### config.mk
export PLATFORM = sky130hd
export DESIGN_NAME = hid_report_descriptor_size_parser
export DESIGN_NICKNAME = d
export VERILOG_FILES = /design/src/design/hrdsp_pkg.sv /design/src/design/hrdsp_ctrl.sv /design/src/design/hrdsp_datapath.sv /design/src/design/hid_report_descriptor_size_parser.sv
export SDC_FILE = /design/constraint.sdc
export NUM_CORES = 2
export LEC_CHECK = 0
export ABC_CLOCK_PERIOD_IN_PS = 6800
export CAP_MARGIN = 30
export CORE_MARGIN = 8
export CORE_UTILIZATION = 60
export DETAILED_ROUTE_END_ITERATION = 10
export DONT_BUFFER_PORTS = 1
export PLACE_DENSITY = 0.84
export SYNTH_ARGS = -nofsm -noshare
export SYNTH_HDL_FRONTEND = slang
export SYNTH_SLANG_ARGS = --single-unit
### constraint.sdc
create_clock -name clk -period 6.8 [get_ports clk]
set_input_delay 1.02 -clock clk [delete_from_list [all_inputs] [get_ports clk]]
set_output_delay 1.02 -clock clk [all_outputs]
set_load 0.02 [all_outputs]
### src/design/hrdsp_pkg.sv
// ----------------------------------------------------------------------------
// hrdsp_pkg
// Shared types and codes for the report descriptor size parser.
// ----------------------------------------------------------------------------
`default_nettype none

package hrdsp_pkg;

	// item types in header bits 3:2
	localparam logic [1:0] TYPE_MAIN   = 2'd0;
	localparam logic [1:0] TYPE_GLOBAL = 2'd1;

	// main item tags
	localparam logic [3:0] TAG_INPUT   = 4'd8;
	localparam logic [3:0] TAG_OUTPUT  = 4'd9;
	localparam logic [3:0] TAG_FEATURE = 4'd11;

	// global item tags
	localparam logic [3:0] TAG_REPORT_SIZE  = 4'd7;
	localparam logic [3:0] TAG_REPORT_ID    = 4'd8;
	localparam logic [3:0] TAG_REPORT_COUNT = 4'd9;

	// report kinds
	localparam logic [1:0] KIND_INPUT   = 2'd0;
	localparam logic [1:0] KIND_OUTPUT  = 2'd1;
	localparam logic [1:0] KIND_FEATURE = 2'd2;

	localparam logic [1:0] SIZE_CODE_FOUR = 2'd3;
	localparam logic [7:0] BYTE_SIZE_MAX  = 8'd255;

	typedef enum logic [1:0] {
		ST_IDLE,
		ST_EXEC,
		ST_EMIT
	} ctrl_state_t;

	typedef struct packed {
		logic take;
		logic apply;
		logic emit;
		logic clear;
	} dp_cmd_t;

	typedef struct packed {
		logic emit_last;
	} dp_stat_t;

endpackage

`default_nettype wire

### src/design/hrdsp_ctrl.sv
// ----------------------------------------------------------------------------
// hrdsp_ctrl
// Sequencer: takes a word, applies the finished item, then walks the table
// out after the final word and clears the parser.
// ----------------------------------------------------------------------------
`default_nettype none

module hrdsp_ctrl
	import hrdsp_pkg::*;
(
	input  wire logic     clk,
	input  wire logic     arst_n,
	input  wire logic     start,
	input  wire logic     final_byte,
	output logic          busy,
	output dp_cmd_t       cmd,
	input  wire dp_stat_t stat
);

	ctrl_state_t state_q, state_d;
	logic        final_q;

	always_ff @(posedge clk or negedge arst_n) begin
		if (!arst_n) begin
			state_q <= ST_IDLE;
			final_q <= 1'b0;
		end else begin
			state_q <= state_d;
			if (cmd.take) begin
				final_q <= final_byte;
			end
		end
	end

	always_comb begin
		state_d   = state_q;
		cmd       = '0;
		busy      = 1'b1;
		unique case (state_q)
			ST_IDLE: begin
				busy = 1'b0;
				if (start) begin
					cmd.take = 1'b1;
					state_d  = ST_EXEC;
				end
			end
			ST_EXEC: begin
				cmd.apply = 1'b1;
				state_d   = final_q ? ST_EMIT : ST_IDLE;
			end
			ST_EMIT: begin
				cmd.emit = 1'b1;
				if (stat.emit_last) begin
					cmd.clear = 1'b1;
					state_d   = ST_IDLE;
				end
			end
			default: begin
				state_d = ST_IDLE;
			end
		endcase
	end

endmodule

`default_nettype wire

### src/design/hrdsp_datapath.sv
// ----------------------------------------------------------------------------
// hrdsp_datapath
// Item assembly, global state, report table with parallel match, and the
// registered result stage.
// ----------------------------------------------------------------------------
`default_nettype none

module hrdsp_datapath
	import hrdsp_pkg::*;
#(
	parameter int REPORT_SLOTS = 8
) (
	input  wire logic       clk,
	input  wire logic       arst_n,
	input  wire dp_cmd_t    cmd,
	output dp_stat_t        stat,
	input  wire logic [7:0] desc_byte,
	output logic            result_valid,
	output logic [7:0]      entry_id,
	output logic [1:0]      entry_kind,
	output logic [7:0]      byte_size,
	output logic            last_entry
);

	localparam int IDX_W = (REPORT_SLOTS > 1) ? $clog2(REPORT_SLOTS) : 1;
	localparam int CNT_W = $clog2(REPORT_SLOTS + 1);
	localparam logic [CNT_W-1:0] CNT_MAX = CNT_W'(REPORT_SLOTS);

	// item assembly
	logic [7:0]  header_q;
	logic [2:0]  left_q;
	logic [1:0]  idx_q;
	logic [31:0] value_q;
	logic        complete_q;
	logic [2:0]  size_n;

	// globals
	logic [7:0]  cur_id_q;
	logic [31:0] cur_bits_q;
	logic [31:0] cur_count_q;
	logic [31:0] prod_q;

	// report table
	logic [7:0]       tbl_id_q    [REPORT_SLOTS];
	logic [1:0]       tbl_kind_q  [REPORT_SLOTS];
	logic [31:0]      tbl_total_q [REPORT_SLOTS];
	logic [CNT_W-1:0] used_q;
	logic [IDX_W-1:0] emit_idx_q;

	logic [1:0]              item_type;
	logic [3:0]              item_tag;
	logic                    is_report;
	logic [1:0]              item_kind;
	logic [REPORT_SLOTS-1:0] hit;
	logic [IDX_W-1:0]        hit_idx;
	logic                    any_hit;
	logic                    has_room;

	logic [31:0] rd_total;
	logic [29:0] rd_bytes;
	logic [7:0]  rd_size;

	assign size_n    = (desc_byte[1:0] == SIZE_CODE_FOUR) ? 3'd4 : {1'b0, desc_byte[1:0]};
	assign item_type = header_q[3:2];
	assign item_tag  = header_q[7:4];
	assign has_room  = (used_q < CNT_MAX);

	always_comb begin
		is_report = 1'b1;
		item_kind = KIND_INPUT;
		unique case (item_tag)
			TAG_INPUT:   item_kind = KIND_INPUT;
			TAG_OUTPUT:  item_kind = KIND_OUTPUT;
			TAG_FEATURE: item_kind = KIND_FEATURE;
			default:     is_report = 1'b0;
		endcase
	end

	always_comb begin
		hit_idx = '0;
		for (int i = 0; i < REPORT_SLOTS; i++) begin
			hit[i] = (CNT_W'(i) < used_q) && (tbl_id_q[i] == cur_id_q) &&
				(tbl_kind_q[i] == item_kind);
			if (hit[i]) begin
				hit_idx = hit_idx | IDX_W'(i);
			end
		end
		any_hit = |hit;
	end

	// item assembly and globals
	always_ff @(posedge clk or negedge arst_n) begin
		if (!arst_n) begin
			header_q    <= '0;
			left_q      <= '0;
			idx_q       <= '0;
			value_q     <= '0;
			complete_q  <= 1'b0;
			cur_id_q    <= '0;
			cur_bits_q  <= '0;
			cur_count_q <= '0;
		end else if (cmd.clear) begin
			header_q    <= '0;
			left_q      <= '0;
			idx_q       <= '0;
			value_q     <= '0;
			complete_q  <= 1'b0;
			cur_id_q    <= '0;
			cur_bits_q  <= '0;
			cur_count_q <= '0;
		end else if (cmd.take) begin
			if (left_q == 3'd0) begin
				header_q   <= desc_byte;
				value_q    <= '0;
				idx_q      <= '0;
				left_q     <= size_n;
				complete_q <= (size_n == 3'd0);
			end else begin
				value_q    <= value_q | ({24'd0, desc_byte} << {idx_q, 3'b000});
				idx_q      <= idx_q + 2'd1;
				left_q     <= left_q - 3'd1;
				complete_q <= (left_q == 3'd1);
			end
		end else if (cmd.apply && complete_q && item_type == TYPE_GLOBAL) begin
			priority case (item_tag)
				TAG_REPORT_ID:    cur_id_q    <= value_q[7:0];
				TAG_REPORT_SIZE:  cur_bits_q  <= value_q;
				TAG_REPORT_COUNT: cur_count_q <= value_q;
				default:          ;
			endcase
		end
	end

	always_ff @(posedge clk) begin
		prod_q <= 32'(cur_bits_q * cur_count_q);
	end

	// table contents
	always_ff @(posedge clk) begin
		if (cmd.apply && complete_q && item_type == TYPE_MAIN && is_report) begin
			if (any_hit) begin
				tbl_total_q[hit_idx] <= tbl_total_q[hit_idx] + prod_q;
			end else if (has_room) begin
				tbl_id_q[used_q[IDX_W-1:0]]    <= cur_id_q;
				tbl_kind_q[used_q[IDX_W-1:0]]  <= item_kind;
				tbl_total_q[used_q[IDX_W-1:0]] <= prod_q;
			end
		end
	end

	always_ff @(posedge clk or negedge arst_n) begin
		if (!arst_n) begin
			used_q     <= '0;
			emit_idx_q <= '0;
		end else if (cmd.clear) begin
			used_q     <= '0;
			emit_idx_q <= '0;
		end else begin
			if (cmd.apply && complete_q && item_type == TYPE_MAIN && is_report &&
					!any_hit && has_room) begin
				used_q <= used_q + CNT_W'(1);
			end
			if (cmd.emit) begin
				emit_idx_q <= emit_idx_q + IDX_W'(1);
			end
		end
	end

	// result stage
	assign stat.emit_last = (used_q == '0) ||
		(CNT_W'(emit_idx_q) == (used_q - CNT_W'(1)));

	assign rd_total = tbl_total_q[emit_idx_q];
	assign rd_bytes = {1'b0, rd_total[31:3]} + {29'd0, |rd_total[2:0]};
	assign rd_size  = (rd_bytes > 30'(BYTE_SIZE_MAX)) ? BYTE_SIZE_MAX : rd_bytes[7:0];

	always_ff @(posedge clk or negedge arst_n) begin
		if (!arst_n) begin
			result_valid <= 1'b0;
		end else begin
			result_valid <= cmd.emit;
		end
	end

	always_ff @(posedge clk) begin
		if (cmd.emit) begin
			last_entry <= stat.emit_last;
			if (used_q == '0) begin
				entry_id   <= '0;
				entry_kind <= KIND_INPUT;
				byte_size  <= '0;
			end else begin
				entry_id   <= tbl_id_q[emit_idx_q];
				entry_kind <= tbl_kind_q[emit_idx_q];
				byte_size  <= (tbl_kind_q[emit_idx_q] == KIND_INPUT) ? rd_size : 8'd0;
			end
		end
	end

	// checks
	a_used_bound: assert property (@(posedge clk) disable iff (!arst_n)
		used_q <= CNT_MAX)
		else $error("table fill beyond capacity");

	a_clear_empties: assert property (@(posedge clk) disable iff (!arst_n)
		cmd.clear |=> (used_q == '0) && (left_q == 3'd0))
		else $error("parser not cleared after a run");

	a_hit_unique: assert property (@(posedge clk) disable iff (!arst_n)
		$onehot0(hit))
		else $error("duplicate table entry");

	a_emit_not_take: assert property (@(posedge clk) disable iff (!arst_n)
		cmd.emit |-> !cmd.take && !cmd.apply)
		else $error("word taken during table output");

endmodule

`default_nettype wire

### src/design/hid_report_descriptor_size_parser.sv
// ----------------------------------------------------------------------------
// hid_report_descriptor_size_parser
// Parses report descriptor words into a table of report IDs and sizes and
// emits the table after the final word.
//
//   channel  | handshake              | payload
//   ---------+------------------------+----------------------------------------
//   word in  | start & !busy          | desc_byte, final_byte
//   result   | result_valid (1 cycle) | entry_id, entry_kind, byte_size,
//            |                        | last_entry
//
// each word is taken, then the finished item is applied through the table match
// and the accumulate of the registered product
// after the final word the table goes out one entry a cycle (at least one)
// and the parser clears itself; busy stays high until then
// reset: asynchronous, empty table, awaiting an item header
// results cannot be held off by the receiver
// ----------------------------------------------------------------------------
`default_nettype none

module hid_report_descriptor_size_parser
	import hrdsp_pkg::*;
#(
	parameter int REPORT_SLOTS = 8
) (
	input  wire logic       clk,
	input  wire logic       arst_n,
	input  wire logic       start,
	output logic            busy,
	input  wire logic [7:0] desc_byte,
	input  wire logic       final_byte,
	output logic            result_valid,
	output logic [7:0]      entry_id,
	output logic [1:0]      entry_kind,
	output logic [7:0]      byte_size,
	output logic            last_entry
);

	dp_cmd_t  cmd;
	dp_stat_t stat;

	hrdsp_ctrl u_ctrl (
		.clk        (clk),
		.arst_n     (arst_n),
		.start      (start),
		.final_byte (final_byte),
		.busy       (busy),
		.cmd        (cmd),
		.stat       (stat)
	);

	hrdsp_datapath #(
		.REPORT_SLOTS (REPORT_SLOTS)
	) u_datapath (
		.clk          (clk),
		.arst_n       (arst_n),
		.cmd          (cmd),
		.stat         (stat),
		.desc_byte    (desc_byte),
		.result_valid (result_valid),
		.entry_id     (entry_id),
		.entry_kind   (entry_kind),
		.byte_size    (byte_size),
		.last_entry   (last_entry)
	);

endmodule

`default_nettype wire

==> flow_summary.json <==
{
  "status": "finished, violations left",
  "violations": "negative setup slack",
  "critPathLaunchType": "flop",
  "cpLargestDelayFamily": "adder cells",
  "firstDrtPassIters": 6,
  "cp.buffers_inverters": 6,
  "ios": 33,
  "final_common_cell": "nand2_1",
  "crit_type": "flop to flop",
  "areaGrowthSynthToFinish_pct": 11.1,
  "post_drt_wl_per_cell_um": 22.8,
  "grt_util_all_layers": 0.287,
  "max_stage_delay_ns": 0.57,
  "yosysSeqAreaShare": 0.357,
  "synth_fp_nets": 4373,
  "ys_ff_latch": 514,
  "ir_drop_v": 0.000499,
  "cts_buffer_depth": 3,
  "ys.warnings.count": 0,
  "synth_top_area_frac": 0.263,
  "rows": 95,
  "post-route-util": 0.672,
  "critPathArrivalTime_ns": 7.41,
  "synthTopCellsByArea": "edfxtp_1 (26%), fa_1 (20%), dfrtp_1 (7.8%)",
  "seq_area_sq_mm": 0.0145,
  "wirelength_um": 109000,
  "place_hpwl_um": 78600,
  "portBuffers": 0,
  "finalHoldViolCount": 0,
  "synthArstFlopShare": 0.247,
  "ys_dominant_reg_cell": "edfxtp_1",
  "p_leak_nw": 19.4,
  "fin_area_sq_mm": 0.0450,
  "r2r-start": "u_datapath.cur_bits_q[11]$_DFFE_PN0P_",
  "clk_pin_slew_ns": 0.07,
  "r2r_setup_slack_ns": -0.09,
  "worst_r2r_path_depth": 26,
  "drc": 0,
  "crit_path_max_fanout": 4,
  "r2r_end": "u_datapath.prod_q[29]$_DFF_P_",
  "cts_hold_buf": 0,
  "required_ns": 7.32,
  "die_w_um": 276,
  "grt_max_degree": 128,
  "drive_gt1_frac": 0.139,
  "multi_input_comb_area_sq_mm": 0.0239,
  "tightest_slew_ns": 0.935,
  "hp-class": "input pin to asynchronous set/reset pin",
  "antenna_found_initial": 1,
  "avgSynthCellArea_sq_um": 10.7,
  "rsz0062_at_grt": "true",
  "start_util": 0.605,
  "ctsHtreeMaxLevel": 2,
  "place_congestion": 0.953,
  "fp.dieH_um": 276,
  "netlist_area_sq_mm": 0.0405,
  "fmax_ghz": 0.145,
  "finalMaxSlewViolations": 0,
  "min_period_ns": 6.89,
  "fin_total_pwr_mw": 20.3,
  "grt_first_pass_wirelength_um": 170000,
  "postSynthCellCount": 3789,
  "relSlewSlack": 0.370,
  "ant_nets": 0,
  "synth_area_leader_cell": "edfxtp_1",
  "mostFrequentLayoutCells": "nand2_1 (593), inv_1 (411), fa_1 (397)",
  "placed_area_sq_mm": 0.0425,
  "nFillCells": 4520,
  "grt_remaining_overflow": 0,
  "cts-root-buf": "clkbuf_16",
  "clkLatencyLatePin_ns": 0.64,
  "fin_worst_skew_ns": 0.0589,
  "design.core.area_sq_mm": 0.0670,
  "powerDensity_mw_per_mm2": 451,
  "drt_iter0_drc": 3195,
  "post-place-ws_ns": -0.227,
  "cp-end-kind": "flop",
  "via_per_inst": 6.25,
  "cts_buffers": 52,
  "dr_total_vias": 29900,
  "cts_tree": "built",
  "nets": 4454,
  "crit_top_cell": "fa_2",
  "synth_edf_count": 355,
  "finalSetupViolCount": 5,
  "grt_pass1_vias": 30900,
  "fp.dieArea_sq_mm": 0.0761,
  "ys_types": 77,
  "cts_num_sinks": 514,
  "final.period_utilization": 1.01,
  "layout_setup_ws_ns": -0.0910,
  "cap_violations": 0,
  "slowest_stage": "fa_1"
}
cells by family after synthesis:
| group | count (synthesis) | synth area share |
|---|---|---|
| and+or+nand+nor | 1227 | 0.146 |
| buffers and inverters | 636 | 0.0613 |
| AOI/OAI and AO/OA | 468 | 0.0729 |
| adders and majority gates | 572 | 0.252 |
| DFF | 514 | 0.357 |
| muxes | 161 | 0.0643 |
| xor gates and xnor gates | 211 | 0.0460 |
sequential cells by signal (all words and copies together), names as in the netlist, 16 cells and up:
name                    flops
u_datapath.cur_bits_q      32
u_datapath.cur_count_q     32
u_datapath.prod_q          32
u_datapath.tbl_id_q        64
u_datapath.tbl_kind_q      16
u_datapath.tbl_total_q    256
u_datapath.value_q         32
worst register-to-register path: stages (launching register included):
cell	delay [ns]
dfrtp_2	0.44
buf_4	0.15
and2_1	0.17
fa_2	0.41
fa_2	0.40
fa_1	0.57
inv_2	0.05
fa_1	0.54
inv_1	0.05
fa_1	0.49
inv_2	0.05
fa_2	0.56
inv_2	0.04
fa_2	0.54
fa_2	0.45
ha_4	0.29
and3_1	0.19
and3_4	0.22
nand4_1	0.14
nor2_1	0.22
a41oi_2	0.07
o21ai_2	0.13
o21ai_2	0.11
o21ai_2	0.18
buf_4	0.14
nor2_2	0.03
xnor2_1	0.13
per-stage QoR:
stage,std cells,hold slack [ns],setup TNS [ns]
final,4788,0.0668,-0.193
after global routing,4787,0.0594,-2.11
after CTS,4773,0.0571,0
after detailed placement,4654,0.483,-0.498
after global placement,4651,0.466,-0.264
after floorplan,3789,0.446,0
power breakdown:
| group | total (mW) | internal [mW] | switching, mW |
|---|---|---|---|
| Sequential | 4.96 | 4.30 | 0.655 |
| Combinational | 12.3 | 5.23 | 7.03 |
| Clock | 3.11 | 1.78 | 1.33 |
repair_timing:
item                       4_1_cts  5_1_grt
gates cloned                     0        0
gates resized for setup         37       51
buffers inserted                21       10
pin swaps                       30       37
setup endpoints to repair        5       99
cells in the mapped netlist, types with 7 or more instances:
master	n
nand2b_1	15
o211ai_1	12
mux2i_1	78
nand2_1	593
a31oi_1	12
nor2b_1	7
and2_1	332
buf_1	9
ha_1	163
mux4_2	79
nor4_1	18
xnor2_1	130
dfrtp_1	127
a21o_1	25
dfxtp_1	32
inv_1	419
a311oi_1	28
nor3_1	33
edfxtp_1	355
a31o_2	29
a211oi_1	37
o21bai_1	8
and3_1	11
buf_2	31
a21oi_1	142
nand3_1	58
nand4_1	18
nor2_1	103
xor2_1	79
clkbuf_1	164
fa_1	409
or4_1	7
o21ai_0	127
worst max path at each step:
stage / from / end / slack [ns] / depth (start not counted)
after global routing: u_datapath.cur_bits_q[11]$_DFFE_PN0P_ / u_datapath.prod_q[29]$_DFF_P_ / -0.29 / 26
after detailed placement: u_datapath.cur_count_q[6]$_DFFE_PN0P_ / u_datapath.prod_q[31]$_DFF_P_ / -0.23 / 25
final: u_datapath.cur_bits_q[11]$_DFFE_PN0P_ / u_datapath.prod_q[29]$_DFF_P_ / -0.09 / 26
after CTS: u_datapath.cur_bits_q[11]$_DFFE_PN0P_ / u_datapath.prod_q[30]$_DFF_P_ / 0.001 / 25
after global placement: u_datapath.cur_count_q[6]$_DFFE_PN0P_ / u_datapath.prod_q[31]$_DFF_P_ / -0.16 / 25
after floorplan: u_datapath.cur_count_q[4]$_DFFE_PN0P_ / u_datapath.prod_q[31]$_DFF_P_ / 0.05 / 26
per-layer routing:
metal  wire length [um]  global-route usage  vias to the layer above
li1                   -                   -                    12800
met1              39200               0.361                    14800
met2              52300               0.477                     1885
met3              10800              0.0483                      463
met4               6720               0.152                        0
met5                  0                   0                        -
layout make-up:
| type | count | area share |
|---|---|---|
| Multi-Input combinational cell | 2639 | 0.532 |
| Sequential cell | 514 | 0.322 |
| Timing Repair Buffer | 242 | 0.0455 |
| Inverter | 421 | 0.0351 |
| Clock buffer | 66 | 0.0323 |
| Tap cell | 873 | 0.0243 |
| Clock inverter | 32 | 0.00942 |
| Antenna cell | 1 | 0.0000556 |
Note: power is estimated with default switching activity, not from simulation.
